### config.mk
export PLATFORM = sky130hd
export DESIGN_NAME = clipped_transparent_blitter_flat
export DESIGN_NICKNAME = d
export VERILOG_FILES = /design/src/hw/rtl/cbl_pkg.sv /design/src/hw/rtl/cbl_if.sv /design/src/hw/rtl/cbl_regs.sv /design/src/hw/rtl/cbl_front.sv /design/src/hw/rtl/cbl_queue.sv /design/src/hw/rtl/cbl_back.sv /design/src/hw/rtl/clipped_transparent_blitter.sv /design/src/flat_wrapper.sv
export SDC_FILE = /design/constraint.sdc
export NUM_CORES = 2
export LEC_CHECK = 0
export BUFFER_PORTS_ARGS = -buffer_cell sky130_fd_sc_hd__buf_2
export CAP_MARGIN = 20
export CORE_MARGIN = 3
export CORE_UTILIZATION = 55
export CTS_CLUSTER_DIAMETER = 40
export DETAILED_ROUTE_END_ITERATION = 8
export GPL_ROUTABILITY_DRIVEN = 0
export PLACE_DENSITY_LB_ADDON = 0.05
export SYNTH_ARGS = -nofsm -noshare
export SYNTH_HDL_FRONTEND = slang
export SYNTH_SLANG_ARGS = --single-unit
export TNS_END_PERCENT = 1
### constraint.sdc
create_clock -name clk -period 7.1 [get_ports clk]
set_input_delay 1.065 -clock clk [delete_from_list [all_inputs] [get_ports clk]]
set_output_delay 1.065 -clock clk [all_outputs]
set_load 0.05 [all_outputs]
### src/hw/rtl/cbl_pkg.sv
// ----------------------------------------------------------------------------
// Clipped transparent blitter package
// Shared widths, codes, reset values and structures of the blitter.
// ----------------------------------------------------------------------------
`timescale 1ns / 1ps
`default_nettype none

package cbl_pkg;

  localparam int COORD_BITS  = 11;
  localparam int ADDR_BITS   = 20;
  localparam int CFG_BITS    = 10;
  localparam int PIX_BITS    = 8;
  localparam int KIND_BITS   = 3;
  localparam int WORK_BITS   = COORD_BITS + 2;
  localparam int ORG_BITS    = COORD_BITS + 1;
  localparam int PADDR_BITS  = 4;
  localparam int PDATA_BITS  = 32;
  localparam int REG_IDX_BITS = 2;
  localparam int QUEUE_DEPTH = 2;
  localparam int QPTR_BITS   = $clog2(QUEUE_DEPTH);
  localparam int QCNT_BITS   = $clog2(QUEUE_DEPTH + 1);

  localparam logic [CFG_BITS-1:0] DST_W_RESET = CFG_BITS'(320);
  localparam logic [CFG_BITS-1:0] DST_H_RESET = CFG_BITS'(200);
  localparam logic [CFG_BITS-1:0] SRC_W_RESET = CFG_BITS'(320);
  localparam logic [CFG_BITS-1:0] SRC_H_RESET = CFG_BITS'(200);

  typedef enum logic [KIND_BITS-1:0] {
    KIND_NONE  = 3'd0,
    KIND_START = 3'd1,
    KIND_WRITE = 3'd2,
    KIND_SKIP  = 3'd3,
    KIND_IDLE  = 3'd4
  } kind_t;

  typedef enum logic [REG_IDX_BITS-1:0] {
    REG_DST_W = 2'd0,
    REG_DST_H = 2'd1,
    REG_SRC_W = 2'd2,
    REG_SRC_H = 2'd3
  } reg_idx_t;

  typedef enum logic [1:0] {
    IT_EMPTY = 2'd0,
    IT_START = 2'd1,
    IT_PIXEL = 2'd2
  } item_class_t;

  typedef struct packed {
    logic [CFG_BITS-1:0] dst_w;
    logic [CFG_BITS-1:0] dst_h;
    logic [CFG_BITS-1:0] src_w;
    logic [CFG_BITS-1:0] src_h;
  } cfg_t;

  typedef struct packed {
    item_class_t          cls;
    logic                 keyed;
    logic                 pix_zero;
    logic [CFG_BITS-1:0]  span_w;
    logic [CFG_BITS-1:0]  span_h;
    logic [CFG_BITS-1:0]  org_dx;
    logic [CFG_BITS-1:0]  org_dy;
    logic [ORG_BITS-1:0]  org_sx;
    logic [ORG_BITS-1:0]  org_sy;
    logic [ADDR_BITS-1:0] dst_addr;
    logic [ADDR_BITS-1:0] src_addr;
  } fe_item_t;

endpackage

`default_nettype wire

### src/hw/rtl/cbl_if.sv
// ----------------------------------------------------------------------------
// Blitter stream interfaces
// Valid/ready channels for command beats in and result beats out.
// ----------------------------------------------------------------------------
`timescale 1ns / 1ps
`default_nettype none

interface cbl_in_if import cbl_pkg::*; ();
  logic                         valid;
  logic                         ready;
  logic                         action;
  logic signed [COORD_BITS-1:0] dst_x;
  logic signed [COORD_BITS-1:0] dst_y;
  logic signed [COORD_BITS-1:0] rect_x;
  logic signed [COORD_BITS-1:0] rect_y;
  logic signed [COORD_BITS-1:0] rect_w;
  logic signed [COORD_BITS-1:0] rect_h;
  logic                         whole_source;
  logic                         color_key;
  logic [PIX_BITS-1:0]          pixel;

  modport source (
    output valid, action, dst_x, dst_y, rect_x, rect_y, rect_w, rect_h,
           whole_source, color_key, pixel,
    input  ready
  );
  modport sink (
    input  valid, action, dst_x, dst_y, rect_x, rect_y, rect_w, rect_h,
           whole_source, color_key, pixel,
    output ready
  );
endinterface

interface cbl_out_if import cbl_pkg::*; ();
  logic                 valid;
  logic                 ready;
  logic [KIND_BITS-1:0] kind;
  logic                 write_enable;
  logic [ADDR_BITS-1:0] dst_addr;
  logic [ADDR_BITS-1:0] src_addr;
  logic [CFG_BITS-1:0]  clip_w;
  logic [CFG_BITS-1:0]  clip_h;
  logic                 last;

  modport source (
    output valid, kind, write_enable, dst_addr, src_addr, clip_w, clip_h, last,
    input  ready
  );
  modport sink (
    input  valid, kind, write_enable, dst_addr, src_addr, clip_w, clip_h, last,
    output ready
  );
endinterface

`default_nettype wire

### src/hw/rtl/cbl_regs.sv
// ----------------------------------------------------------------------------
// Blitter register file
// APB-style access to the destination and source buffer dimensions.
// ----------------------------------------------------------------------------
`timescale 1ns / 1ps
`default_nettype none

module cbl_regs import cbl_pkg::*; (
  input  wire logic                  clk,
  input  wire logic                  rst_n,
  input  wire logic                  psel,
  input  wire logic                  penable,
  input  wire logic                  pwrite,
  input  wire logic [PADDR_BITS-1:0] paddr,
  input  wire logic [PDATA_BITS-1:0] pwdata,
  output logic      [PDATA_BITS-1:0] prdata,
  output logic                       pready,
  output cfg_t                       cfg
);

  cfg_t     cfg_r;
  cfg_t     cfg_nxt;
  reg_idx_t idx;
  logic     wr_en;

  assign idx    = reg_idx_t'(paddr[PADDR_BITS-1:2]);
  assign wr_en  = psel && penable && pwrite;
  assign pready = 1'b1;
  assign cfg    = cfg_r;

  always_comb begin
    cfg_nxt = cfg_r;
    if (wr_en) begin
      unique case (idx)
        REG_DST_W: cfg_nxt.dst_w = pwdata[CFG_BITS-1:0];
        REG_DST_H: cfg_nxt.dst_h = pwdata[CFG_BITS-1:0];
        REG_SRC_W: cfg_nxt.src_w = pwdata[CFG_BITS-1:0];
        REG_SRC_H: cfg_nxt.src_h = pwdata[CFG_BITS-1:0];
        default:   cfg_nxt = cfg_r;
      endcase
    end
  end

  always_comb begin
    unique case (idx)
      REG_DST_W: prdata = PDATA_BITS'(cfg_r.dst_w);
      REG_DST_H: prdata = PDATA_BITS'(cfg_r.dst_h);
      REG_SRC_W: prdata = PDATA_BITS'(cfg_r.src_w);
      REG_SRC_H: prdata = PDATA_BITS'(cfg_r.src_h);
      default:   prdata = '0;
    endcase
  end

  always_ff @(posedge clk) begin
    if (!rst_n) begin
      cfg_r.dst_w <= DST_W_RESET;
      cfg_r.dst_h <= DST_H_RESET;
      cfg_r.src_w <= SRC_W_RESET;
      cfg_r.src_h <= SRC_H_RESET;
    end else begin
      cfg_r <= cfg_nxt;
    end
  end

endmodule

`default_nettype wire

### src/hw/rtl/cbl_front.sv
// ----------------------------------------------------------------------------
// Blitter front end
// Takes command beats, normalizes the rectangle and clips its near edges in
// a first stage, then forms starting addresses and classifies in a second.
// ----------------------------------------------------------------------------
`timescale 1ns / 1ps
`default_nettype none

module cbl_front import cbl_pkg::*; (
  input  wire logic  clk,
  input  wire logic  rst_n,
  cbl_in_if.sink     in_ch,
  input  cfg_t       cfg,
  output fe_item_t   item,
  output logic       item_valid,
  input  wire logic  item_ready
);

  typedef struct packed {
    logic                        is_pixel;
    logic                        keyed;
    logic                        pix_zero;
    logic                        far;
    logic signed [WORK_BITS-1:0] dx;
    logic signed [WORK_BITS-1:0] dy;
    logic signed [WORK_BITS-1:0] sx;
    logic signed [WORK_BITS-1:0] sy;
    logic signed [WORK_BITS-1:0] sw;
    logic signed [WORK_BITS-1:0] sh;
  } fe_stage_t;

  logic                        s1_v_r;
  fe_stage_t                   s1_r;
  fe_stage_t                   s1_nxt;
  logic                        s2_v_r;
  fe_item_t                    s2_r;
  fe_item_t                    s2_nxt;
  logic                        s1_adv;
  logic                        s2_adv;

  logic signed [WORK_BITS-1:0] dw;
  logic signed [WORK_BITS-1:0] dh;
  logic signed [WORK_BITS-1:0] a_dx, a_dy, a_sx, a_sy, a_sw, a_sh;
  logic signed [WORK_BITS-1:0] b_dx, b_dy, b_sw, b_sh, b_sw2, b_sh2;
  logic signed [ORG_BITS-1:0]  b_sx_o, b_sy_o;
  logic [ADDR_BITS-1:0]        b_sx_a, b_sy_a, b_dx_a, b_dy_a;
  logic                        b_empty;

  assign dw = $signed(WORK_BITS'(cfg.dst_w));
  assign dh = $signed(WORK_BITS'(cfg.dst_h));

  assign s2_adv       = !s2_v_r || item_ready;
  assign s1_adv       = !s1_v_r || s2_adv;
  assign in_ch.ready  = s1_adv;
  assign item_valid   = s2_v_r;
  assign item         = s2_r;

  // Normalize a negative size and move a negative destination corner to zero.
  always_comb begin
    a_dx = WORK_BITS'(in_ch.dst_x);
    a_dy = WORK_BITS'(in_ch.dst_y);
    if (in_ch.whole_source) begin
      a_sx = '0;
      a_sy = '0;
      a_sw = $signed(WORK_BITS'(cfg.src_w));
      a_sh = $signed(WORK_BITS'(cfg.src_h));
    end else begin
      a_sx = WORK_BITS'(in_ch.rect_x);
      a_sy = WORK_BITS'(in_ch.rect_y);
      a_sw = WORK_BITS'(in_ch.rect_w);
      a_sh = WORK_BITS'(in_ch.rect_h);
    end
    s1_nxt.far = (a_dx > dw) || (a_dy > dh);
    if (a_sw < 0) begin
      a_sx = a_sx + a_sw;
      a_sw = -a_sw;
    end
    if (a_sh < 0) begin
      a_sy = a_sy + a_sh;
      a_sh = -a_sh;
    end
    if (a_dx < 0) begin
      a_sx = a_sx - a_dx;
      a_sw = a_sw + a_dx;
      a_dx = '0;
    end
    if (a_dy < 0) begin
      a_sy = a_sy - a_dy;
      a_sh = a_sh + a_dy;
      a_dy = '0;
    end
    s1_nxt.is_pixel = in_ch.action;
    s1_nxt.keyed    = in_ch.color_key;
    s1_nxt.pix_zero = (in_ch.pixel == '0);
    s1_nxt.dx       = a_dx;
    s1_nxt.dy       = a_dy;
    s1_nxt.sx       = a_sx;
    s1_nxt.sy       = a_sy;
    s1_nxt.sw       = a_sw;
    s1_nxt.sh       = a_sh;
  end

  // Clip against the far edges and form the first pixel's addresses.
  always_comb begin
    b_dx    = s1_r.dx;
    b_dy    = s1_r.dy;
    b_sw    = s1_r.sw;
    b_sh    = s1_r.sh;
    b_sw2   = (b_dx + b_sw > dw) ? (dw - b_dx) : b_sw;
    b_sh2   = (b_dy + b_sh > dh) ? (dh - b_dy) : b_sh;
    b_empty = s1_r.far || (b_sw2 <= 0) || (b_sh2 <= 0);
    b_sx_o  = s1_r.sx[ORG_BITS-1:0];
    b_sy_o  = s1_r.sy[ORG_BITS-1:0];
    b_sx_a  = ADDR_BITS'(b_sx_o);
    b_sy_a  = ADDR_BITS'(b_sy_o);
    b_dx_a  = ADDR_BITS'(b_dx[CFG_BITS-1:0]);
    b_dy_a  = ADDR_BITS'(b_dy[CFG_BITS-1:0]);

    if (s1_r.is_pixel) begin
      s2_nxt.cls = IT_PIXEL;
    end else if (b_empty) begin
      s2_nxt.cls = IT_EMPTY;
    end else begin
      s2_nxt.cls = IT_START;
    end
    s2_nxt.keyed    = s1_r.keyed;
    s2_nxt.pix_zero = s1_r.pix_zero;
    s2_nxt.span_w   = b_sw2[CFG_BITS-1:0];
    s2_nxt.span_h   = b_sh2[CFG_BITS-1:0];
    s2_nxt.org_dx   = b_dx[CFG_BITS-1:0];
    s2_nxt.org_dy   = b_dy[CFG_BITS-1:0];
    s2_nxt.org_sx   = b_sx_o;
    s2_nxt.org_sy   = b_sy_o;
    s2_nxt.dst_addr = b_dy_a * ADDR_BITS'(cfg.dst_w) + b_dx_a;
    s2_nxt.src_addr = b_sy_a * ADDR_BITS'(cfg.src_w) + b_sx_a;
  end

  always_ff @(posedge clk) begin
    if (!rst_n) begin
      s1_v_r <= 1'b0;
      s2_v_r <= 1'b0;
    end else begin
      if (s1_adv) begin
        s1_v_r <= in_ch.valid;
      end
      if (s2_adv) begin
        s2_v_r <= s1_v_r;
      end
    end
  end

  always_ff @(posedge clk) begin
    if (s1_adv) begin
      s1_r <= s1_nxt;
    end
    if (s2_adv) begin
      s2_r <= s2_nxt;
    end
  end

endmodule

`default_nettype wire

### src/hw/rtl/cbl_queue.sv
// ----------------------------------------------------------------------------
// Blitter command queue
// Short FIFO between the front end and the pixel engine.
// ----------------------------------------------------------------------------
`timescale 1ns / 1ps
`default_nettype none

module cbl_queue import cbl_pkg::*; (
  input  wire logic clk,
  input  wire logic rst_n,
  input  wire logic push_valid,
  output logic      push_ready,
  input  fe_item_t  push_item,
  output logic      pop_valid,
  input  wire logic pop_ready,
  output fe_item_t  pop_item
);

  fe_item_t               mem_r [QUEUE_DEPTH];
  logic [QPTR_BITS-1:0]   wr_ptr_r;
  logic [QPTR_BITS-1:0]   rd_ptr_r;
  logic [QCNT_BITS-1:0]   count_r;
  logic                   push;
  logic                   pop;

  assign push_ready = (count_r != QCNT_BITS'(QUEUE_DEPTH));
  assign pop_valid  = (count_r != '0);
  assign pop_item   = mem_r[rd_ptr_r];
  assign push       = push_valid && push_ready;
  assign pop        = pop_valid && pop_ready;

  always_ff @(posedge clk) begin
    if (!rst_n) begin
      wr_ptr_r <= '0;
      rd_ptr_r <= '0;
      count_r  <= '0;
    end else begin
      if (push) begin
        wr_ptr_r <= (wr_ptr_r == QPTR_BITS'(QUEUE_DEPTH - 1)) ? '0 : wr_ptr_r + 1'b1;
      end
      if (pop) begin
        rd_ptr_r <= (rd_ptr_r == QPTR_BITS'(QUEUE_DEPTH - 1)) ? '0 : rd_ptr_r + 1'b1;
      end
      if (push && !pop) begin
        count_r <= count_r + 1'b1;
      end else if (pop && !push) begin
        count_r <= count_r - 1'b1;
      end
    end
  end

  always_ff @(posedge clk) begin
    if (push) begin
      mem_r[wr_ptr_r] <= push_item;
    end
  end

endmodule

`default_nettype wire

### src/hw/rtl/cbl_back.sv
// ----------------------------------------------------------------------------
// Blitter pixel engine
// Holds the blit state, steps the row and column counters, forms each
// pixel's destination and source addresses from the blit origin and the
// current pitches, and registers one result per beat.
// ----------------------------------------------------------------------------
`timescale 1ns / 1ps
`default_nettype none

module cbl_back import cbl_pkg::*; (
  input  wire logic  clk,
  input  wire logic  rst_n,
  input  cfg_t       cfg,
  input  wire logic  head_valid,
  output logic       head_ready,
  input  fe_item_t   head,
  cbl_out_if.source  out_ch
);

  typedef struct packed {
    kind_t                kind;
    logic                 we;
    logic [ADDR_BITS-1:0] dst_addr;
    logic [ADDR_BITS-1:0] src_addr;
    logic [CFG_BITS-1:0]  clip_w;
    logic [CFG_BITS-1:0]  clip_h;
    logic                 last;
  } res_t;

  logic                 busy_r,     busy_nxt;
  logic                 keyed_r,    keyed_nxt;
  logic [CFG_BITS-1:0]  col_r,      col_nxt;
  logic [CFG_BITS-1:0]  row_r,      row_nxt;
  logic [CFG_BITS-1:0]  span_w_r,   span_w_nxt;
  logic [CFG_BITS-1:0]  span_h_r,   span_h_nxt;
  logic [CFG_BITS-1:0]  org_dx_r,   org_dx_nxt;
  logic [CFG_BITS-1:0]  org_dy_r,   org_dy_nxt;
  logic [ORG_BITS-1:0]  org_sx_r,   org_sx_nxt;
  logic [ORG_BITS-1:0]  org_sy_r,   org_sy_nxt;
  logic                 out_v_r;
  res_t                 res_r,      res_nxt;

  logic                 take;
  logic [CFG_BITS:0]    col_inc;
  logic [CFG_BITS:0]    row_inc;
  logic                 row_end;
  logic                 blit_end;
  logic [ADDR_BITS-1:0] sx_ext;
  logic [ADDR_BITS-1:0] dst_y;
  logic [ADDR_BITS-1:0] src_y;
  logic [ADDR_BITS-1:0] dst_pix;
  logic [ADDR_BITS-1:0] src_base;
  logic [ADDR_BITS-1:0] src_same;
  logic [ADDR_BITS-1:0] src_down;
  logic                 pix_we;

  assign head_ready = !out_v_r || out_ch.ready;
  assign take       = head_valid && head_ready;

  assign col_inc  = {1'b0, col_r} + 1'b1;
  assign row_inc  = {1'b0, row_r} + 1'b1;
  assign row_end  = (col_inc >= {1'b0, span_w_r});
  assign blit_end = row_end && (row_inc >= {1'b0, span_h_r});

  // Addresses use the pitches as they are now, so a new pitch applies at once.
  assign sx_ext   = {{(ADDR_BITS-ORG_BITS){org_sx_r[ORG_BITS-1]}}, org_sx_r};
  assign dst_y    = ADDR_BITS'(org_dy_r) + ADDR_BITS'(row_r);
  assign src_y    = {{(ADDR_BITS-ORG_BITS){org_sy_r[ORG_BITS-1]}}, org_sy_r} +
                    ADDR_BITS'(row_r);
  assign dst_pix  = dst_y * ADDR_BITS'(cfg.dst_w) + ADDR_BITS'(org_dx_r) +
                    ADDR_BITS'(col_r);
  assign src_base = src_y * ADDR_BITS'(cfg.src_w) + sx_ext;
  assign src_same = src_base + ADDR_BITS'(col_inc);
  assign src_down = src_base + ADDR_BITS'(cfg.src_w);
  assign pix_we   = !(keyed_r && head.pix_zero);

  always_comb begin
    busy_nxt    = busy_r;
    keyed_nxt   = keyed_r;
    col_nxt     = col_r;
    row_nxt     = row_r;
    span_w_nxt  = span_w_r;
    span_h_nxt  = span_h_r;
    org_dx_nxt  = org_dx_r;
    org_dy_nxt  = org_dy_r;
    org_sx_nxt  = org_sx_r;
    org_sy_nxt  = org_sy_r;
    res_nxt     = '0;
    unique case (head.cls)
      IT_EMPTY: begin
        busy_nxt     = 1'b0;
        res_nxt.kind = KIND_NONE;
      end
      IT_START: begin
        busy_nxt         = 1'b1;
        keyed_nxt        = head.keyed;
        col_nxt          = '0;
        row_nxt          = '0;
        span_w_nxt       = head.span_w;
        span_h_nxt       = head.span_h;
        org_dx_nxt       = head.org_dx;
        org_dy_nxt       = head.org_dy;
        org_sx_nxt       = head.org_sx;
        org_sy_nxt       = head.org_sy;
        res_nxt.kind     = KIND_START;
        res_nxt.dst_addr = head.dst_addr;
        res_nxt.src_addr = head.src_addr;
        res_nxt.clip_w   = head.span_w;
        res_nxt.clip_h   = head.span_h;
      end
      IT_PIXEL: begin
        if (!busy_r) begin
          res_nxt.kind = KIND_IDLE;
        end else begin
          res_nxt.kind     = pix_we ? KIND_WRITE : KIND_SKIP;
          res_nxt.we       = pix_we;
          res_nxt.dst_addr = dst_pix;
          if (blit_end) begin
            col_nxt      = '0;
            row_nxt      = '0;
            busy_nxt     = 1'b0;
            res_nxt.last = 1'b1;
          end else if (row_end) begin
            col_nxt          = '0;
            row_nxt          = row_inc[CFG_BITS-1:0];
            res_nxt.src_addr = src_down;
          end else begin
            col_nxt          = col_inc[CFG_BITS-1:0];
            res_nxt.src_addr = src_same;
          end
        end
      end
      default: begin
        res_nxt.kind = KIND_IDLE;
      end
    endcase
  end

  always_ff @(posedge clk) begin
    if (!rst_n) begin
      busy_r   <= 1'b0;
      keyed_r  <= 1'b0;
      col_r    <= '0;
      row_r    <= '0;
      span_w_r <= '0;
      span_h_r <= '0;
      out_v_r  <= 1'b0;
    end else begin
      if (take) begin
        busy_r   <= busy_nxt;
        keyed_r  <= keyed_nxt;
        col_r    <= col_nxt;
        row_r    <= row_nxt;
        span_w_r <= span_w_nxt;
        span_h_r <= span_h_nxt;
        out_v_r  <= 1'b1;
      end else if (out_ch.ready) begin
        out_v_r  <= 1'b0;
      end
    end
  end

  always_ff @(posedge clk) begin
    if (take) begin
      org_dx_r <= org_dx_nxt;
      org_dy_r <= org_dy_nxt;
      org_sx_r <= org_sx_nxt;
      org_sy_r <= org_sy_nxt;
      res_r    <= res_nxt;
    end
  end

  assign out_ch.valid        = out_v_r;
  assign out_ch.kind         = res_r.kind;
  assign out_ch.write_enable = res_r.we;
  assign out_ch.dst_addr     = res_r.dst_addr;
  assign out_ch.src_addr     = res_r.src_addr;
  assign out_ch.clip_w       = res_r.clip_w;
  assign out_ch.clip_h       = res_r.clip_h;
  assign out_ch.last         = res_r.last;

endmodule

`default_nettype wire

### src/hw/rtl/clipped_transparent_blitter.sv
// ----------------------------------------------------------------------------
// Clipped transparent blitter
// Every beat on in_ch yields exactly one result beat on out_ch, one beat per
// clock sustained while out_ch is ready. A start beat is normalized and its
// near edges clipped in the first front stage; its far edges are clipped and
// its first destination and source addresses formed by one multiply each in
// the second. The pixel engine forms each pixel's addresses from the blit
// origin, its row and column counters and the current pitches, so a pitch
// written during a blit applies from the next pixel on. A two-beat queue lets
// the front end keep taking beats while a result waits for ready. The user
// must write registers over the APB-style port only while no beat is in
// flight; the block itself does not enforce it.
// ----------------------------------------------------------------------------
`timescale 1ns / 1ps
`default_nettype none

module clipped_transparent_blitter import cbl_pkg::*; (
  input  wire logic                  clk,
  input  wire logic                  rst_n,
  cbl_in_if.sink                     in_ch,
  cbl_out_if.source                  out_ch,
  input  wire logic                  psel,
  input  wire logic                  penable,
  input  wire logic                  pwrite,
  input  wire logic [PADDR_BITS-1:0] paddr,
  input  wire logic [PDATA_BITS-1:0] pwdata,
  output logic      [PDATA_BITS-1:0] prdata,
  output logic                       pready
);

  cfg_t     cfg;
  fe_item_t fe_item;
  logic     fe_valid;
  logic     fe_ready;
  fe_item_t q_item;
  logic     q_valid;
  logic     q_ready;

  cbl_regs u_regs (
    .clk     (clk),
    .rst_n   (rst_n),
    .psel    (psel),
    .penable (penable),
    .pwrite  (pwrite),
    .paddr   (paddr),
    .pwdata  (pwdata),
    .prdata  (prdata),
    .pready  (pready),
    .cfg     (cfg)
  );

  cbl_front u_front (
    .clk        (clk),
    .rst_n      (rst_n),
    .in_ch      (in_ch),
    .cfg        (cfg),
    .item       (fe_item),
    .item_valid (fe_valid),
    .item_ready (fe_ready)
  );

  cbl_queue u_queue (
    .clk        (clk),
    .rst_n      (rst_n),
    .push_valid (fe_valid),
    .push_ready (fe_ready),
    .push_item  (fe_item),
    .pop_valid  (q_valid),
    .pop_ready  (q_ready),
    .pop_item   (q_item)
  );

  cbl_back u_back (
    .clk        (clk),
    .rst_n      (rst_n),
    .cfg        (cfg),
    .head_valid (q_valid),
    .head_ready (q_ready),
    .head       (q_item),
    .out_ch     (out_ch)
  );

endmodule

`default_nettype wire

### src/flat_wrapper.sv
// flat-port wrapper written by rule: the top's interface ports become plain ports
module clipped_transparent_blitter_flat import cbl_pkg::*;
  (clk, rst_n, psel, penable, pwrite, paddr, pwdata, prdata, pready, in_ch_valid, in_ch_action, in_ch_dst_x, in_ch_dst_y, in_ch_rect_x, in_ch_rect_y, in_ch_rect_w, in_ch_rect_h, in_ch_whole_source, in_ch_color_key, in_ch_pixel, in_ch_ready, out_ch_valid, out_ch_kind, out_ch_write_enable, out_ch_dst_addr, out_ch_src_addr, out_ch_clip_w, out_ch_clip_h, out_ch_last, out_ch_ready);
  cbl_in_if in_ch_i ();
  cbl_out_if out_ch_i ();
  input  wire logic clk;
  input  wire logic rst_n;
  input  wire logic psel;
  input  wire logic penable;
  input  wire logic pwrite;
  input  wire logic [PADDR_BITS-1:0] paddr;
  input  wire logic [PDATA_BITS-1:0] pwdata;
  output logic      [PDATA_BITS-1:0] prdata;
  output logic pready;
  input wire logic [$bits(in_ch_i.valid)-1:0] in_ch_valid;
  input wire logic [$bits(in_ch_i.action)-1:0] in_ch_action;
  input wire logic [$bits(in_ch_i.dst_x)-1:0] in_ch_dst_x;
  input wire logic [$bits(in_ch_i.dst_y)-1:0] in_ch_dst_y;
  input wire logic [$bits(in_ch_i.rect_x)-1:0] in_ch_rect_x;
  input wire logic [$bits(in_ch_i.rect_y)-1:0] in_ch_rect_y;
  input wire logic [$bits(in_ch_i.rect_w)-1:0] in_ch_rect_w;
  input wire logic [$bits(in_ch_i.rect_h)-1:0] in_ch_rect_h;
  input wire logic [$bits(in_ch_i.whole_source)-1:0] in_ch_whole_source;
  input wire logic [$bits(in_ch_i.color_key)-1:0] in_ch_color_key;
  input wire logic [$bits(in_ch_i.pixel)-1:0] in_ch_pixel;
  output wire logic [$bits(in_ch_i.ready)-1:0] in_ch_ready;
  output wire logic [$bits(out_ch_i.valid)-1:0] out_ch_valid;
  output wire logic [$bits(out_ch_i.kind)-1:0] out_ch_kind;
  output wire logic [$bits(out_ch_i.write_enable)-1:0] out_ch_write_enable;
  output wire logic [$bits(out_ch_i.dst_addr)-1:0] out_ch_dst_addr;
  output wire logic [$bits(out_ch_i.src_addr)-1:0] out_ch_src_addr;
  output wire logic [$bits(out_ch_i.clip_w)-1:0] out_ch_clip_w;
  output wire logic [$bits(out_ch_i.clip_h)-1:0] out_ch_clip_h;
  output wire logic [$bits(out_ch_i.last)-1:0] out_ch_last;
  input wire logic [$bits(out_ch_i.ready)-1:0] out_ch_ready;
  assign in_ch_i.valid = in_ch_valid;
  assign in_ch_i.action = in_ch_action;
  assign in_ch_i.dst_x = in_ch_dst_x;
  assign in_ch_i.dst_y = in_ch_dst_y;
  assign in_ch_i.rect_x = in_ch_rect_x;
  assign in_ch_i.rect_y = in_ch_rect_y;
  assign in_ch_i.rect_w = in_ch_rect_w;
  assign in_ch_i.rect_h = in_ch_rect_h;
  assign in_ch_i.whole_source = in_ch_whole_source;
  assign in_ch_i.color_key = in_ch_color_key;
  assign in_ch_i.pixel = in_ch_pixel;
  assign in_ch_ready = in_ch_i.ready;
  assign out_ch_valid = out_ch_i.valid;
  assign out_ch_kind = out_ch_i.kind;
  assign out_ch_write_enable = out_ch_i.write_enable;
  assign out_ch_dst_addr = out_ch_i.dst_addr;
  assign out_ch_src_addr = out_ch_i.src_addr;
  assign out_ch_clip_w = out_ch_i.clip_w;
  assign out_ch_clip_h = out_ch_i.clip_h;
  assign out_ch_last = out_ch_i.last;
  assign out_ch_i.ready = out_ch_ready;
  clipped_transparent_blitter u_core (.clk(clk), .rst_n(rst_n), .in_ch(in_ch_i), .out_ch(out_ch_i), .psel(psel), .penable(penable), .pwrite(pwrite), .paddr(paddr), .pwdata(pwdata), .prdata(prdata), .pready(pready));
endmodule
==> flow_summary.ini <==
[synth]
syn_area_per_cell_sq_um = 10.8
synthFlopType = edfxtp_1
synth.area.top_cells = edfxtp_1 32%, fa_1 17%, ha_1 11%
synth_cells = 4358
synth_cell_type_count = 80
ys_seq_area_share_pct = 36.2
syn-cell-area_sq_um = 47200
synth_top_area_share_pct = 32.4
yosysWarnings = 0
synth-edff-count = 509
yosys.area.top_type = edfxtp_1
synth_seq_cells = 599
async_flop_share_pct = 0

[timing]
maxSlewHeadroom_pct = 22.5
finalSetupViolCount = 2
slew_violations = 0
fin_skew_ps = 33.1
min_period_ps = 7210
hold_viol = 0
rsz0062_at_grt = yes
tightest_slew_ps = 1160
worst_slack_ps = -105
maxClockFrequency_ghz = 0.139
finalCritPeriodShare_pct = 101

[global_route]
global_route.overflow_total = 0
grt_usage_pct = 26.4
grt_pass1_wl_um = 181000
antenna_found_initial = 7
grt_pass1_vias = 31888
grt_max_degree = 87

[worst_setup_path]
reg2reg_setup_slack_ps = -110
crit_top_cell = fa_1
cp-end-kind = flop
cp_max_fo = 3
startpoint_type = flop
path_buf_inv = 5
required_ps = 7450
critical_path.top_delay_family = adder cells
cp_slowest_cell = fa_1
cp.arrival_ps = 7560
crit_type = flop to flop
slowest_delay_ps = 510

[worst_hold_path]
hold_class = flop to flop

[clocking]
root_buffer = clkbuf_16
cts_buffer_depth = 3
cts_tree = yes
clk_pin_slew_worst_paths_ps = 60
cts_buffers = 86
cts_sinks = 599
htree_levels = 3
clock_latency_ps = 640

[final_layout]
final_cell_mix = 668 x inv_1, 509 x edfxtp_1, 407 x ha_1
drive_gt1_share_pct = 14.4
nNetsFinal = 5574
area_growth_syn_to_layout_pct = 13.1
layout_commonest_cell = inv_1
design_area_sq_um = 53300

[routing]
num_vias = 31720
avgViaCountPerCell = 5.43
avgRoutedWirePerCell_um = 19.8
ant_nets = 0
drc_errors = 0
drtPass1Iterations = 5
drt-total-wl_um = 116000
drtIter0Drc = 1653

[power_and_ir_drop]
totalPowerFinal_mw = 16.4
ir_drop_mv = 0.254
leakagePower_nw = 24.0
power_density_nw_per_um2 = 307

[job]
maxCapViolCount = 0

[floorplan]
ios = 220
row_count = 106
coreArea_sq_um = 84400
die_w_um = 299
die-area_sq_um = 89300
die_y_um = 299
start_util_pct = 55.9

[place]
io_buffer_count = 172
placed_area_sq_um = 50000
hpwl_um = 90900

[outcome]
status = finished with violations
violations = setup timing
## through the flow
step	util [%]	TNS [ps]	instances	setup WS, ps	hold slack, ps
5_1_grt	63.2	-2040	5844	-476	437
4_1_cts	63.0	-95.2	5842	-95.2	426
3_5_place_dp	59.3	-823	5678	-350	423
3_3_place_gp	59.3	-612	5678	-300	404
2_1_floorplan	-	0	4384	0.206	400
6_report	63.2	-118	5847	-105	430
## where the power goes
group | internal (mW) | leakage, nW | switching (mW)
registers | 4.68 | 5.79 | 0.463
logic | 2.92 | 16.8 | 3.98
clock network | 2.64 | 1.41 | 1.69
## path summary, 6_finish.rpt
path | start | end | depth (start not counted)
hold / removal | u_core.u_front.item[92] | u_core.u_queue.mem_r[1][92] | 0
hold reg to reg | u_core.u_front.item[92] | u_core.u_queue.mem_r[1][92] | 0
setup reg to reg | u_core.u_back.org_sy_r[0] | u_core.u_back.out_ch.src_addr[19] | 28
setup / recovery | u_core.u_back.org_sy_r[0] | u_core.u_back.out_ch.src_addr[19] | 28
## synthesized netlist by cell type (all sizes together), types with 51 or more instances
library cell,instances
nor2b,114
o21ai,102
nand2,404
a21o,51
xnor2,185
mux2,136
dfxtp,90
fa,399
nor2,212
edfxtp,509
mux2i,94
a21oi,146
xor2,60
clkbuf,114
ha,416
inv,672
and2,171
## flip-flops by register name, indices dropped and copies added, names as in the netlist, 3 cells and up, named ones only
register	flops
u_core.u_front.b_sh	13
u_core.u_front.item	108
u_core.u_back.span_h_r	10
u_core.u_back.out_ch.dst_addr	20
u_core.u_back.out_ch.clip_h	10
u_core.u_back.col_r	10
u_core.u_front.b_sw	13
u_core.u_front.b_dy	11
u_core.u_back.org_sx_r	12
u_core.u_front.b_sy_a	12
u_core.u_back.org_dy_r	10
u_core.u_back.org_dx_r	10
u_core.u_front.b_dx	11
u_core.u_back.org_sy_r	12
u_core.u_queue.mem_r	216
u_core.u_back.out_ch.src_addr	20
u_core.u_back.out_ch.kind	3
u_core.u_regs.cfg	40
u_core.u_front.b_sx_a	12
u_core.u_back.row_r	10
u_core.u_front.s1_r	4
u_core.u_back.span_w_r	10
u_core.u_back.out_ch.clip_w	10
## cells by family after synthesis
| kind of cell | after synthesis | synth area share, % |
|---|---|---|
| AOI/OAI and AO/OA | 542 | 7.67 |
| xor gates and xnor gates | 245 | 4.60 |
| adders and majority gates | 815 | 28.0 |
| buffers and inverters | 833 | 6.83 |
| DFF | 599 | 36.2 |
| muxes | 240 | 5.72 |
| other | 2 | 0.0159 |
| and+or+nand+nor | 1082 | 11.0 |
## layout make-up
class	count	area (sq um)
fill	6929	31000
antenna	3	7.51
sequential	599	17100
inverter	675	2540
tap	1134	1420
clock buffer	95	2220
multi-input combinational	2952	27200
clock inverter	64	749
timing repair buffer	325	2080
## routing by layer
metal  track usage (%)  part of all wire, %  wire (um)  up-vias
met4              8.36                  3.2       3710        4
met5                 0                0.023         27        -
li1                  -                    -          -    15059
met3              5.11                  7.4       8610      184
met1              38.2                   46      53300    15543
met2              40.3                   43      50400      930
## what timing repair did
action / 4_1_cts / 5_1_grt
gates cloned: 0 / 0
setup buffers: 5 / 0
pin swaps: 23 / 3
hold buffers: 0 / 0
endpoints found under the setup margin: 6 / 13
resized for setup: 18 / 20
No activity file was read; power rests on OpenSTA's default activity.
